==> src/hw/rtl/light_pair_matcher_unit_macros.svh <==
// assertion helpers for the matcher datapath rtl
`ifndef LIGHT_PAIR_MATCHER_UNIT_MACROS_SVH
`define LIGHT_PAIR_MATCHER_UNIT_MACROS_SVH

// same-cycle implication, sampled on clk, off during rst
`define LPM_ASSERT_NOW(label, ante, cons, msg) \
  label: assert property (@(posedge clk) disable iff (rst) (ante) |-> (cons)) \
    else $error(msg);

// next-cycle implication, sampled on clk, off during rst
`define LPM_ASSERT_NEXT(label, ante, cons, msg) \
  label: assert property (@(posedge clk) disable iff (rst) (ante) |=> (cons)) \
    else $error(msg);

`endif

==> src/hw/rtl/lpm_pkg.sv <==
package lpm_pkg;

  typedef struct packed {
    logic [1:0]         bar_color;
    logic signed [15:0] bar_angle;
    logic [14:0]        bar_length;
    logic [14:0]        center_x;
    logic [14:0]        center_y;
    logic               set_end;
  } in_item_t;

  typedef struct packed {
    logic [2:0] left_slot;
    logic [2:0] right_slot;
    logic       accepted;
    logic [2:0] reject_reason;
    logic [1:0] armor_kind;
    logic       dropped_bars;
    logic       final_pair;
  } out_item_t;

  typedef struct packed {
    logic [1:0]         color;
    logic signed [15:0] angle;
    logic [14:0]        length;
    logic [14:0]        cx;
    logic [14:0]        cy;
  } bar_t;

  typedef enum logic [4:0] {
    OP_IDLE, OP_RD_L, OP_RD_R, OP_LD_R, OP_PREP, OP_SQ_X, OP_SQ_Y, OP_ROOT_INIT,
    OP_ITER, OP_ROT_A, OP_ROT_B, OP_ROT_C, OP_ROT_D, OP_ROT_E,
    OP_M_LR, OP_C_LR, OP_M_X, OP_C_X, OP_M_Y, OP_C_Y,
    OP_M_DL, OP_C_DL, OP_M_DH, OP_C_DH, OP_M_K, OP_C_K, OP_EMIT
  } op_t;

  typedef enum logic [4:0] {
    ST_IDLE, ST_RD_L, ST_RD_R, ST_LD_R, ST_PREP, ST_SQ_X, ST_SQ_Y, ST_ROOT_INIT,
    ST_ITER, ST_ROT_A, ST_ROT_B, ST_ROT_C, ST_ROT_D, ST_ROT_E,
    ST_M_LR, ST_C_LR, ST_M_X, ST_C_X, ST_M_Y, ST_C_Y,
    ST_M_DL, ST_C_DL, ST_M_DH, ST_C_DH, ST_M_K, ST_C_K, ST_EMIT
  } state_t;

  typedef struct packed {
    op_t  op;
    logic load;
  } cmd_t;

  typedef struct packed {
    logic close_pairs;
    logic iter_done;
    logic last_pair;
    logic out_free;
  } status_t;

  localparam logic [2:0] REG_TARGET_COLOR = 3'd0;
  localparam logic [2:0] REG_MAX_ANGLE    = 3'd1;
  localparam logic [2:0] REG_MIN_LEN      = 3'd2;
  localparam logic [2:0] REG_MIN_X        = 3'd3;
  localparam logic [2:0] REG_MAX_Y        = 3'd4;
  localparam logic [2:0] REG_MIN_DIST     = 3'd5;
  localparam logic [2:0] REG_MAX_DIST     = 3'd6;
  localparam logic [2:0] REG_LARGE_DIST   = 3'd7;

  localparam logic [1:0]  RST_TARGET_COLOR = 2'd0;
  localparam logic [15:0] RST_MAX_ANGLE    = 16'd1820;
  localparam logic [15:0] RST_MIN_LEN      = 16'd179;
  localparam logic [15:0] RST_MIN_X        = 16'd0;
  localparam logic [15:0] RST_MAX_Y        = 16'd256;
  localparam logic [15:0] RST_MIN_DIST     = 16'd26;
  localparam logic [15:0] RST_MAX_DIST     = 16'd256;
  localparam logic [15:0] RST_LARGE_DIST   = 16'd819;

  localparam logic [2:0] RSN_NONE   = 3'd0;
  localparam logic [2:0] RSN_COLOR  = 3'd1;
  localparam logic [2:0] RSN_DEGEN  = 3'd2;
  localparam logic [2:0] RSN_ANGLE  = 3'd3;
  localparam logic [2:0] RSN_LENGTH = 3'd4;
  localparam logic [2:0] RSN_X      = 3'd5;
  localparam logic [2:0] RSN_Y      = 3'd6;
  localparam logic [2:0] RSN_DIST   = 3'd7;

  localparam logic [1:0] KIND_NONE  = 2'd0;
  localparam logic [1:0] KIND_SMALL = 2'd1;
  localparam logic [1:0] KIND_LARGE = 2'd2;

  localparam logic [4:0]         CORDIC_STEPS = 5'd14;
  localparam logic [4:0]         ROOT_LAST    = 5'd20;
  localparam logic signed [17:0] CORDIC_X0    = 18'sd9949;

  function automatic logic signed [17:0] cordic_atan(input logic [3:0] i);
    logic signed [17:0] v;
    case (i)
      4'd0:    v = 18'sd8192;
      4'd1:    v = 18'sd4836;
      4'd2:    v = 18'sd2555;
      4'd3:    v = 18'sd1297;
      4'd4:    v = 18'sd651;
      4'd5:    v = 18'sd326;
      4'd6:    v = 18'sd163;
      4'd7:    v = 18'sd81;
      4'd8:    v = 18'sd41;
      4'd9:    v = 18'sd20;
      4'd10:   v = 18'sd10;
      4'd11:   v = 18'sd5;
      4'd12:   v = 18'sd3;
      4'd13:   v = 18'sd1;
      default: v = 18'sd0;
    endcase
    return v;
  endfunction

endpackage

==> src/hw/rtl/lpm_ram.sv <==
module lpm_ram #(
  parameter int WIDTH = 8,
  parameter int DEPTH = 8
) (
  input  logic                     clk,
  input  logic                     we,
  input  logic [$clog2(DEPTH)-1:0] waddr,
  input  logic [WIDTH-1:0]         wdata,
  input  logic [$clog2(DEPTH)-1:0] raddr,
  output logic [WIDTH-1:0]         rdata
);

  logic [WIDTH-1:0] mem [DEPTH];

  always_ff @(posedge clk) begin
    if (we) begin
      mem[waddr] <= wdata;
    end
    rdata <= mem[raddr];
  end

endmodule

==> src/hw/rtl/lpm_ctrl.sv <==
module lpm_ctrl (
  input  logic             clk,
  input  logic             rst,
  input  logic             in_valid,
  input  lpm_pkg::status_t status,
  output lpm_pkg::cmd_t    cmd,
  output logic             in_stall
);
  import lpm_pkg::*;

  state_t state, state_next;

  always_ff @(posedge clk) begin
    if (rst) begin
      state <= ST_IDLE;
    end else begin
      state <= state_next;
    end
  end

  always_comb begin
    state_next = state;
    cmd.op     = OP_IDLE;
    cmd.load   = (state == ST_IDLE) && in_valid;
    in_stall   = (state != ST_IDLE);
    case (state)
      ST_IDLE: begin
        if (in_valid && status.close_pairs) state_next = ST_RD_L;
      end
      ST_RD_L:      begin cmd.op = OP_RD_L;      state_next = ST_RD_R;      end
      ST_RD_R:      begin cmd.op = OP_RD_R;      state_next = ST_LD_R;      end
      ST_LD_R:      begin cmd.op = OP_LD_R;      state_next = ST_PREP;      end
      ST_PREP:      begin cmd.op = OP_PREP;      state_next = ST_SQ_X;      end
      ST_SQ_X:      begin cmd.op = OP_SQ_X;      state_next = ST_SQ_Y;      end
      ST_SQ_Y:      begin cmd.op = OP_SQ_Y;      state_next = ST_ROOT_INIT; end
      ST_ROOT_INIT: begin cmd.op = OP_ROOT_INIT; state_next = ST_ITER;      end
      ST_ITER: begin
        cmd.op = OP_ITER;
        if (status.iter_done) state_next = ST_ROT_A;
      end
      ST_ROT_A: begin cmd.op = OP_ROT_A; state_next = ST_ROT_B; end
      ST_ROT_B: begin cmd.op = OP_ROT_B; state_next = ST_ROT_C; end
      ST_ROT_C: begin cmd.op = OP_ROT_C; state_next = ST_ROT_D; end
      ST_ROT_D: begin cmd.op = OP_ROT_D; state_next = ST_ROT_E; end
      ST_ROT_E: begin cmd.op = OP_ROT_E; state_next = ST_M_LR;  end
      ST_M_LR:  begin cmd.op = OP_M_LR;  state_next = ST_C_LR;  end
      ST_C_LR:  begin cmd.op = OP_C_LR;  state_next = ST_M_X;   end
      ST_M_X:   begin cmd.op = OP_M_X;   state_next = ST_C_X;   end
      ST_C_X:   begin cmd.op = OP_C_X;   state_next = ST_M_Y;   end
      ST_M_Y:   begin cmd.op = OP_M_Y;   state_next = ST_C_Y;   end
      ST_C_Y:   begin cmd.op = OP_C_Y;   state_next = ST_M_DL;  end
      ST_M_DL:  begin cmd.op = OP_M_DL;  state_next = ST_C_DL;  end
      ST_C_DL:  begin cmd.op = OP_C_DL;  state_next = ST_M_DH;  end
      ST_M_DH:  begin cmd.op = OP_M_DH;  state_next = ST_C_DH;  end
      ST_C_DH:  begin cmd.op = OP_C_DH;  state_next = ST_M_K;   end
      ST_M_K:   begin cmd.op = OP_M_K;   state_next = ST_C_K;   end
      ST_C_K:   begin cmd.op = OP_C_K;   state_next = ST_EMIT;  end
      ST_EMIT: begin
        cmd.op = OP_EMIT;
        if (status.out_free) state_next = status.last_pair ? ST_IDLE : ST_RD_L;
      end
      default: state_next = ST_IDLE;
    endcase
  end

endmodule

==> src/hw/rtl/lpm_datapath.sv <==
`include "light_pair_matcher_unit_macros.svh"

module lpm_datapath #(
  parameter int MAX_LIGHTS = 8
) (
  input  logic                clk,
  input  logic                rst,
  input  lpm_pkg::cmd_t       cmd,
  output lpm_pkg::status_t    status,
  input  lpm_pkg::in_item_t   in_item,
  input  logic                cfg_write,
  input  logic [2:0]          cfg_index,
  input  logic [15:0]         cfg_data,
  output logic                out_valid,
  input  logic                out_stall,
  output lpm_pkg::out_item_t  out_item
);
  import lpm_pkg::*;

  localparam int IW = $clog2(MAX_LIGHTS);
  localparam int CW = $clog2(MAX_LIGHTS + 1);

  // configuration
  logic [1:0]  reg_target_color;
  logic [15:0] reg_max_angle, reg_min_len, reg_min_x, reg_max_y;
  logic [15:0] reg_min_dist, reg_max_dist, reg_large_dist;

  // frame bookkeeping
  logic [CW-1:0] count, count_after;
  logic          overflow;
  logic          room;
  logic [IW-1:0] sorted_idx [MAX_LIGHTS];
  logic [14:0]   sorted_cx  [MAX_LIGHTS];
  logic [IW-1:0] sorted_idx_next [MAX_LIGHTS];
  logic [14:0]   sorted_cx_next  [MAX_LIGHTS];
  logic [MAX_LIGHTS-1:0] le;
  logic [CW-1:0] pos;
  logic [IW-1:0] pi, pj, sel_slot;
  logic          last_j, last_pair;

  // bar store
  logic [$bits(bar_t)-1:0] ram_rdata;
  bar_t lbar, rbar, new_bar;

  // pair geometry
  logic signed [15:0] gx, gy;
  logic [15:0] ssum, fold;
  logic [14:0] mn, mx;
  logic        color_ok;
  logic [14:0] dsub;
  logic [15:0] dneg;

  logic signed [18:0] mul_a;
  logic signed [21:0] mul_b;
  logic signed [40:0] mul_res, prod, acc, sq_sum, rot_diff, rot_sum;
  logic [40:0] uprod, lx, ly;

  logic [41:0] rem, res, bitv, trial;
  logic [4:0]  step;
  logic signed [17:0] cx_r, cy_r, cz_r, xs, ys, ang;
  logic        flip;
  logic signed [18:0] cos_v, sin_v;
  logic [20:0] dist8;

  logic lr_fail, x_fail, y_fail, dlo_fail, dhi_fail, is_large;
  logic emit_fire;
  logic [2:0] reason;
  logic [1:0] kind;

  assign new_bar = '{color: in_item.bar_color, angle: in_item.bar_angle,
                     length: in_item.bar_length, cx: in_item.center_x,
                     cy: in_item.center_y};

  assign room        = count < CW'(MAX_LIGHTS);
  assign count_after = room ? count + CW'(1) : count;

  // sorted insertion point: entries with cx not above the new one stay in front
  always_comb begin
    for (int k = 0; k < MAX_LIGHTS; k++) begin
      le[k] = (CW'(k) < count) && (sorted_cx[k] <= in_item.center_x);
    end
    pos = CW'($countones(le));
    sorted_idx_next[0] = (pos == '0) ? IW'(count) : sorted_idx[0];
    sorted_cx_next[0]  = (pos == '0) ? in_item.center_x : sorted_cx[0];
    for (int k = 1; k < MAX_LIGHTS; k++) begin
      if (CW'(k) < pos) begin
        sorted_idx_next[k] = sorted_idx[k];
        sorted_cx_next[k]  = sorted_cx[k];
      end else if (CW'(k) == pos) begin
        sorted_idx_next[k] = IW'(count);
        sorted_cx_next[k]  = in_item.center_x;
      end else begin
        sorted_idx_next[k] = sorted_idx[k-1];
        sorted_cx_next[k]  = sorted_cx[k-1];
      end
    end
  end

  assign sel_slot  = (cmd.op == OP_RD_R) ? pj : pi;
  assign last_j    = (pj == IW'(count - CW'(1)));
  assign last_pair = last_j && (pi == IW'(count - CW'(2)));

  lpm_ram #(.WIDTH($bits(bar_t)), .DEPTH(MAX_LIGHTS)) u_bar_ram (
    .clk   (clk),
    .we    (cmd.load && room),
    .waddr (IW'(count)),
    .wdata (new_bar),
    .raddr (sorted_idx[sel_slot]),
    .rdata (ram_rdata)
  );

  // angle fold
  assign dsub = lbar.angle[14:0] - rbar.angle[14:0];
  assign dneg = 16'd32768 - {1'b0, dsub};

  // sin and cos with the half-turn flip applied
  assign cos_v = flip ? -{cx_r[17], cx_r} : {cx_r[17], cx_r};
  assign sin_v = flip ? -{cy_r[17], cy_r} : {cy_r[17], cy_r};
  assign xs    = cx_r >>> step[3:0];
  assign ys    = cy_r >>> step[3:0];
  assign ang   = {{2{lbar.angle[15]}}, lbar.angle};

  assign bitv  = 42'd1 << (6'd40 - {step, 1'b0});
  assign trial = res + bitv;
  assign dist8 = res[20:0];

  // shared multiplier operand select
  always_comb begin
    mul_a = '0;
    mul_b = '0;
    case (cmd.op)
      OP_SQ_X: begin mul_a = {{3{gx[15]}}, gx}; mul_b = {{6{gx[15]}}, gx}; end
      OP_SQ_Y: begin mul_a = {{3{gy[15]}}, gy}; mul_b = {{6{gy[15]}}, gy}; end
      OP_ROT_A: begin mul_a = {{3{gy[15]}}, gy}; mul_b = {{3{cos_v[18]}}, cos_v}; end
      OP_ROT_B: begin mul_a = {{3{gx[15]}}, gx}; mul_b = {{3{sin_v[18]}}, sin_v}; end
      OP_ROT_C: begin mul_a = {{3{gx[15]}}, gx}; mul_b = {{3{cos_v[18]}}, cos_v}; end
      OP_ROT_D: begin mul_a = {{3{gy[15]}}, gy}; mul_b = {{3{sin_v[18]}}, sin_v}; end
      OP_M_LR: begin mul_a = {3'b0, reg_min_len}; mul_b = {7'b0, mx}; end
      OP_M_X:  begin mul_a = {3'b0, reg_min_x}; mul_b = {1'b0, ssum, 5'b0}; end
      OP_M_Y:  begin mul_a = {2'b0, {1'b0, reg_max_y} + 17'd1}; mul_b = {1'b0, ssum, 5'b0}; end
      OP_M_DL: begin mul_a = {3'b0, reg_min_dist}; mul_b = {1'b0, dist8}; end
      OP_M_DH: begin mul_a = {2'b0, {1'b0, reg_max_dist} + 17'd1}; mul_b = {1'b0, dist8}; end
      OP_M_K:  begin
        mul_a = {2'b0, {1'b0, reg_large_dist} + 17'd1};
        mul_b = {6'b0, ssum};
      end
      default: begin mul_a = '0; mul_b = '0; end
    endcase
  end

  assign mul_res  = mul_a * mul_b;
  assign uprod    = $unsigned(prod);
  assign sq_sum   = acc + prod;
  assign rot_diff = acc - prod;
  assign rot_sum  = acc + prod;

  // verdict
  always_comb begin
    reason = RSN_NONE;
    kind   = KIND_NONE;
    if (!color_ok) begin
      reason = RSN_COLOR;
    end else if (ssum == '0 || res == '0) begin
      reason = RSN_DEGEN;
    end else begin
      kind = is_large ? KIND_LARGE : KIND_SMALL;
      if (fold > reg_max_angle)      reason = RSN_ANGLE;
      else if (lr_fail)              reason = RSN_LENGTH;
      else if (x_fail)               reason = RSN_X;
      else if (y_fail)               reason = RSN_Y;
      else if (dlo_fail || dhi_fail) reason = RSN_DIST;
      else                           reason = RSN_NONE;
    end
  end

  assign emit_fire = (cmd.op == OP_EMIT) && status.out_free;

  assign status.close_pairs = in_item.set_end && (count_after >= CW'(2));
  assign status.iter_done   = (step == ROOT_LAST);
  assign status.last_pair   = last_pair;
  assign status.out_free    = !out_valid || !out_stall;

  // configuration registers
  always_ff @(posedge clk) begin
    if (rst) begin
      reg_target_color <= RST_TARGET_COLOR;
      reg_max_angle    <= RST_MAX_ANGLE;
      reg_min_len      <= RST_MIN_LEN;
      reg_min_x        <= RST_MIN_X;
      reg_max_y        <= RST_MAX_Y;
      reg_min_dist     <= RST_MIN_DIST;
      reg_max_dist     <= RST_MAX_DIST;
      reg_large_dist   <= RST_LARGE_DIST;
    end else if (cfg_write) begin
      case (cfg_index)
        REG_TARGET_COLOR: reg_target_color <= cfg_data[1:0];
        REG_MAX_ANGLE:    reg_max_angle    <= cfg_data;
        REG_MIN_LEN:      reg_min_len      <= cfg_data;
        REG_MIN_X:        reg_min_x        <= cfg_data;
        REG_MAX_Y:        reg_max_y        <= cfg_data;
        REG_MIN_DIST:     reg_min_dist     <= cfg_data;
        REG_MAX_DIST:     reg_max_dist     <= cfg_data;
        REG_LARGE_DIST:   reg_large_dist   <= cfg_data;
        default: ;
      endcase
    end
  end

  // frame control
  always_ff @(posedge clk) begin
    if (rst) begin
      count     <= '0;
      overflow  <= 1'b0;
      out_valid <= 1'b0;
    end else begin
      if (cmd.load) begin
        if (in_item.set_end && count_after < CW'(2)) begin
          count    <= '0;
          overflow <= 1'b0;
        end else begin
          count    <= count_after;
          overflow <= overflow || !room;
        end
      end else if (emit_fire && last_pair) begin
        count    <= '0;
        overflow <= 1'b0;
      end
      if (emit_fire) begin
        out_valid <= 1'b1;
      end else if (!out_stall) begin
        out_valid <= 1'b0;
      end
    end
  end

  // payload
  always_ff @(posedge clk) begin
    if (cmd.load && room) begin
      sorted_idx <= sorted_idx_next;
      sorted_cx  <= sorted_cx_next;
    end
    if (cmd.load) begin
      pi <= '0;
      pj <= IW'(1);
    end
    case (cmd.op)
      OP_RD_R: lbar <= bar_t'(ram_rdata);
      OP_LD_R: rbar <= bar_t'(ram_rdata);
      OP_PREP: begin
        gx       <= $signed({1'b0, rbar.cx}) - $signed({1'b0, lbar.cx});
        gy       <= $signed({1'b0, rbar.cy}) - $signed({1'b0, lbar.cy});
        ssum     <= {1'b0, lbar.length} + {1'b0, rbar.length};
        mx       <= (lbar.length > rbar.length) ? lbar.length : rbar.length;
        mn       <= (lbar.length > rbar.length) ? rbar.length : lbar.length;
        fold     <= ({1'b0, dsub} < dneg) ? {1'b0, dsub} : dneg;
        color_ok <= (lbar.color == rbar.color) && (lbar.color == reg_target_color);
      end
      OP_SQ_X: prod <= mul_res;
      OP_SQ_Y: begin acc <= prod; prod <= mul_res; end
      OP_ROOT_INIT: begin
        rem  <= {sq_sum[33:0], 8'b0};
        res  <= '0;
        step <= '0;
        cx_r <= CORDIC_X0;
        cy_r <= '0;
        if (ang > 18'sd16384) begin
          cz_r <= ang - 18'sd32768;
          flip <= 1'b1;
        end else if (ang < -18'sd16384) begin
          cz_r <= ang + 18'sd32768;
          flip <= 1'b1;
        end else begin
          cz_r <= ang;
          flip <= 1'b0;
        end
      end
      OP_ITER: begin
        step <= step + 5'd1;
        if (rem >= trial) begin
          rem <= rem - trial;
          res <= (res >> 1) + bitv;
        end else begin
          res <= res >> 1;
        end
        if (step < CORDIC_STEPS) begin
          if (!cz_r[17]) begin
            cx_r <= cx_r - ys;
            cy_r <= cy_r + xs;
            cz_r <= cz_r - cordic_atan(step[3:0]);
          end else begin
            cx_r <= cx_r + ys;
            cy_r <= cy_r - xs;
            cz_r <= cz_r + cordic_atan(step[3:0]);
          end
        end
      end
      OP_ROT_A: prod <= mul_res;
      OP_ROT_B: begin acc <= prod; prod <= mul_res; end
      OP_ROT_C: begin
        lx   <= rot_diff[40] ? $unsigned(-rot_diff) : $unsigned(rot_diff);
        prod <= mul_res;
      end
      OP_ROT_D: begin acc <= prod; prod <= mul_res; end
      OP_ROT_E: ly <= rot_sum[40] ? $unsigned(-rot_sum) : $unsigned(rot_sum);
      OP_M_LR, OP_M_X, OP_M_Y, OP_M_DL, OP_M_DH, OP_M_K: prod <= mul_res;
      OP_C_LR: lr_fail  <= {18'b0, mn, 8'b0} < uprod;
      OP_C_X:  x_fail   <= lx < uprod;
      OP_C_Y:  y_fail   <= ly >= uprod;
      OP_C_DL: dlo_fail <= {14'b0, ssum, 11'b0} < uprod;
      OP_C_DH: dhi_fail <= {14'b0, ssum, 11'b0} >= uprod;
      OP_C_K:  is_large <= {15'b0, dist8, 5'b0} >= uprod;
      OP_EMIT: begin
        if (emit_fire) begin
          out_item.left_slot     <= 3'(pi);
          out_item.right_slot    <= 3'(pj);
          out_item.accepted      <= (reason == RSN_NONE);
          out_item.reject_reason <= reason;
          out_item.armor_kind    <= kind;
          out_item.dropped_bars  <= overflow;
          out_item.final_pair    <= last_pair;
          if (last_j) begin
            pi <= pi + IW'(1);
            pj <= pi + IW'(2);
          end else begin
            pj <= pj + IW'(1);
          end
        end
      end
      default: ;
    endcase
  end

  `LPM_ASSERT_NEXT(a_emit_shows, emit_fire, out_valid, "verdict not presented after emit")
  `LPM_ASSERT_NOW(a_ovf_full, overflow, count == CW'(MAX_LIGHTS), "overflow below capacity")
  `LPM_ASSERT_NOW(a_accept_kind, out_valid && out_item.accepted, out_item.armor_kind != KIND_NONE, "accepted pair has no kind")
  `LPM_ASSERT_NOW(a_pair_order, out_valid, out_item.left_slot < out_item.right_slot, "pair slots out of order")

endmodule

==> src/hw/rtl/light_pair_matcher_unit.sv <==
// a bar is taken while the sequencer idles; each pair verdict can be held by output stalls
// the input stalls while the pairs of a frame run
// the per-pair time is set by the 21-step shared root/cordic loop and the single multiplier
// reset: synchronous, clears control, bar count, overflow flag and config to defaults
module light_pair_matcher_unit #(
  parameter int MAX_LIGHTS = 8
) (
  input  logic               clk,
  input  logic               rst,
  // bar input
  input  logic               in_valid,
  output logic               in_stall,
  input  lpm_pkg::in_item_t  in_item,
  // verdict output
  output logic               out_valid,
  input  logic               out_stall,
  output lpm_pkg::out_item_t out_item,
  // configuration writes
  input  logic               cfg_write,
  input  logic [2:0]         cfg_index,
  input  logic [15:0]        cfg_data
);
  import lpm_pkg::*;

  // command and status between sequencer and datapath
  cmd_t    cmd;
  status_t status;

  // sequencer: takes bars while idle, then steps each pair through
  // read, geometry, root/cordic loop, rotation, ratio checks and emit
  lpm_ctrl u_ctrl (
    .clk      (clk),
    .rst      (rst),
    .in_valid (in_valid),
    .status   (status),
    .cmd      (cmd),
    .in_stall (in_stall)
  );

  // datapath: bar ram, sorted slot list, shared multiplier,
  // root and cordic iterations, config registers and the output register
  lpm_datapath #(.MAX_LIGHTS(MAX_LIGHTS)) u_datapath (
    .clk       (clk),
    .rst       (rst),
    .cmd       (cmd),
    .status    (status),
    .in_item   (in_item),
    .cfg_write (cfg_write),
    .cfg_index (cfg_index),
    .cfg_data  (cfg_data),
    .out_valid (out_valid),
    .out_stall (out_stall),
    .out_item  (out_item)
  );

endmodule

==> config.mk <==
export PLATFORM = sky130hd
export DESIGN_NAME = light_pair_matcher_unit
export DESIGN_NICKNAME = d
export VERILOG_FILES = /design/src/hw/rtl/lpm_pkg.sv /design/src/hw/rtl/lpm_ram.sv /design/src/hw/rtl/lpm_ctrl.sv /design/src/hw/rtl/lpm_datapath.sv /design/src/hw/rtl/light_pair_matcher_unit.sv
export VERILOG_INCLUDE_DIRS = /design/src /design/src/hw/rtl
export SDC_FILE = /design/constraint.sdc
export NUM_CORES = 2
export LEC_CHECK = 0
export BUFFER_PORTS_ARGS = -buffer_cell sky130_fd_sc_hd__buf_2
export CAP_MARGIN = 20
export CELL_PAD_IN_SITES_DETAIL_PLACEMENT = 1
export CELL_PAD_IN_SITES_GLOBAL_PLACEMENT = 1
export CORE_ASPECT_RATIO = 2
export CORE_UTILIZATION = 25
export DETAILED_ROUTE_END_ITERATION = 6
export GPL_TIMING_DRIVEN = 0
export PLACE_DENSITY_LB_ADDON = 0.25
export SYNTH_ARGS = -nofsm -noshare
export SYNTH_HDL_FRONTEND = slang
export SYNTH_SLANG_ARGS = --single-unit
==> constraint.sdc <==
create_clock -name clk -period 10.7 [get_ports clk]
set_input_delay 1.07 -clock clk [delete_from_list [all_inputs] [get_ports clk]]
set_output_delay 1.07 -clock clk [all_outputs]
set_load 0.01 [all_outputs]
==> impl_metrics.json <==
{
  "outcome": "finished, final reports clean",
  "antenna_found_initial": 32,
  "via_per_inst": 4.91,
  "die-area_um2": 378000,
  "ys_seq_area_share_pct": 42.7,
  "core_um2": 374000,
  "grt_pass1_vias": 80800,
  "synth-edff-count": 1196,
  "cts_tree": "yes",
  "slew_headroom_pct": 21.9,
  "hold_violations": 0,
  "netlist_area_um2": 93900,
  "p_leak_nw": 42.8,
  "cts_made_buffers": 150,
  "postCtsHoldBufs": 0,
  "gp_congestion": 0.947,
  "layout_common_cells": "nand2_1, edfxtp_1, inv_1, ha_1, nor2_1",
  "min_from": "u_datapath.u_bar_ram.rdata[60]",
  "area_growth_pct": 14.7,
  "clk_latency_ps": 900,
  "vdd_drop_max_uv": 224,
  "finalPower_mw": 16.7,
  "finalSetupTns_ps": 0,
  "drt_iter0_drc": 3503,
  "start_util_pct": 25.1,
  "dp.final_hpwl_mm": 315,
  "critPathBufInv": 6,
  "min_period_ps": 10370,
  "rows": 318,
  "async_reset_ff_share_pct": 0,
  "drc": 0,
  "final_area_um2": 108000,
  "wl_per_cell_um": 26.1,
  "synth_flop_cell": "edfxtp_1",
  "slowest_stage": "a2111o_1",
  "cp.arrival_ps": 10910,
  "ioPinCount": 104,
  "layout_commonest_cell": "nand2_1",
  "drv_slew": 0,
  "combPwrFrac_pct": 24.9,
  "tightest_slew_ps": 1170,
  "ys_ff_latch": 1404,
  "synth_warnings": 0,
  "synth.distinct_cells": 103,
  "finalClockSkew_ps": 77.0,
  "grt_max_degree": 55,
  "crit_fanout": 10,
  "p_switching_mw": 5.58,
  "r2r_end": "u_datapath.prod[40]",
  "clock_sinks": 1404,
  "synth_area_per_cell_um2": 10.1,
  "finalSetupViolations": 0,
  "drt.antenna.violating_nets": 0,
  "r2r-start": "u_ctrl.state[3]",
  "via_count": 72200,
  "grt_usage_pct": 20.0,
  "path_class": "register to register",
  "r2r_slack_ps": 330,
  "syn_nets": 10500,
  "cts-root-buf": "clkbuf_16",
  "clockBufferDepth": 4,
  "place_inst": 14400,
  "port_buffers": 98,
  "crit_path_start_kind": "register",
  "synth_top_area_cell": "edfxtp_1",
  "fin_nets": 10900,
  "p_clk_share_pct": 32.7,
  "final_cell_count_no_fill": 14700,
  "grt_pass1_wl_mm": 551,
  "drt_pass1_iterations": 7,
  "power_frac_seq_pct": 42.4,
  "htree_num_levels": 4,
  "path_common_cell": "fa_1",
  "r2r_cells": 29,
  "powerDensity_nw_per_um2": 155,
  "p_int_mw": 11.1,
  "layout-drive-gt1-share_pct": 8.46,
  "die_h_um": 869,
  "clock.fmax_mhz": 96.5,
  "syn_inst": 9278,
  "drv_cap": 0,
  "synth_area_leaders": "edfxtp_1, ha_1, fa_1, nand2_1, dfxtp_1",
  "place_area_um2": 102000,
  "critPathCaptureType": "register",
  "fin_crit_sh_pct": 96.9,
  "synth_top_area_share_pct": 38.2,
  "whs_endpoint": "u_datapath.ang[15]",
  "worstPathRequired_ps": 11240,
  "die_w_um": 435,
  "clkTransAtPathRegs_ps": 60,
  "cp_top_family": "adder cells",
  "slowest_delay_ps": 770,
  "switching_share_pct": 33.4,
  "overflow": 0,
  "hold_depth": 0,
  "min_path_type": "register to register",
  "finalWirelength_mm": 384
}
## synthesized netlist by cell type, types with 13 or more instances
library cell	instances
a211o_1	14
a211oi_1	56
a21boi_0	22
a21o_1	162
a21oi_1	511
a221o_1	23
a221oi_1	18
a222oi_1	35
a22oi_1	23
a31o_2	20
a31oi_1	68
and2_1	76
and3_1	47
buf_1	33
buf_2	18
clkbuf_1	325
dfxtp_1	208
edfxtp_1	1196
fa_1	434
ha_1	722
inv_1	769
mux2_2	108
mux2i_1	41
mux4_2	24
nand2_1	1462
nand2b_1	89
nand3_1	406
nand3b_1	24
nand4_1	84
nor2_1	585
nor2b_1	124
nor3_1	112
nor4_1	60
o211ai_1	31
o21a_1	48
o21ai_0	418
o21bai_1	56
o22ai_1	13
o31ai_1	34
or2_2	25
or3_1	40
or4_1	15
xnor2_1	289
xor2_1	203
## metal layers
metal | track usage [%] | part of all wire (%)
met1 | 16.4 | 30
met4 | 17.4 | 10
met2 | 40.8 | 57
met3 | 2.30 | 2.8
met5 | 0 | 0.051
## stage by stage
step	hold WS, ps	util [%]	worst slack (ps)
after CTS	396	28.7	9.57
after floorplan	386	-	1210
after global routing	431	28.8	-37.1
after global placement	404	26.9	-3140
after detailed placement	400	27.2	-3120
final	418	28.8	333
## worst max-delay path by stage
stage,from,endpoint,cells after the start
2_1_floorplan,u_ctrl.state[1],u_datapath.prod[40],36
3_3_place_gp,u_ctrl.state[2],u_datapath.prod[39],33
3_5_place_dp,u_ctrl.state[2],u_datapath.prod[39],36
4_1_cts,u_datapath.cy_r[5],u_datapath.prod[40],36
5_1_grt,u_ctrl.state[4],u_datapath.prod[39],33
6_report,u_ctrl.state[3],u_datapath.prod[40],29
## power by group through the flow
stage	Clock [mW]	Sequential (mW)	Combinational (mW)
2_1_floorplan	0	7.06	2.48
3_3_place_gp	0	7.20	4.07
3_5_place_dp	0	7.19	4.27
4_1_cts	5.61	7.08	4.29
5_1_grt	5.75	7.13	4.62
6_report	5.47	7.08	4.16
## state kept, by name, summed over array words and instances, names as in the netlist, 18 cells and up, named ones only
signal	flops
u_datapath.u_bar_ram.mem	504
u_datapath.sorted_cx	120
u_datapath.u_bar_ram.rdata	63
u_datapath.rbar	62
u_datapath.lbar	47
u_datapath.rem	42
u_datapath.res	42
u_datapath.acc	41
u_datapath.lx	41
u_datapath.ly	41
u_datapath.prod	41
u_datapath.sorted_idx	24
u_datapath.cx_r	18
u_datapath.cy_r	18
u_datapath.cz_r	18
## cell families (layout without fill, tap and decap cells)
logic type,count (synthesis),count (layout),synth area share (%)
and+or+nand+nor,3199,3199,15.4
AOI/OAI and AO/OA,1697,1697,11.5
DFF,1404,1404,42.7
adders and majority gates,1156,1156,18.9
buffers and inverters,1154,1611,4.64
xor gates and xnor gates,494,494,4.62
muxes,173,173,2.31
other,1,12,0.00399
## timing repair
| action | CTS | global route |
|---|---|---|
| endpoints found under the setup margin | 63 | 39 |
| endpoints found under the hold margin | 0 | 0 |
| setup buffers | 16 | 19 |
| gates cloned | 0 | 0 |
| gates resized for setup | 135 | 78 |
| pin swaps | 16 | 10 |
## final cells by class
cell class	instances	area, um2
fill	42300	267000
multi-input combinational	6720	50200
sequential	1404	40100
tap	4960	6210
clock buffer	196	4050
inverter	774	2910
timing repair buffer	208	1920
buffer	367	1590
clock inverter	66	810
antenna	11	27.5
## worst register-to-register path, delay by kind of cell, from the launching register on
kind	cells	cell delay [ps]
adder cells (fa/ha/maj)	8	4180
AO/OA/AOI/OAI	11	3470
buffers and inverters	6	1350
AND/OR/NAND/NOR	3	580
flip-flops	1	420
XOR/XNOR	1	100
Note: power is estimated with default switching activity, not from simulation.
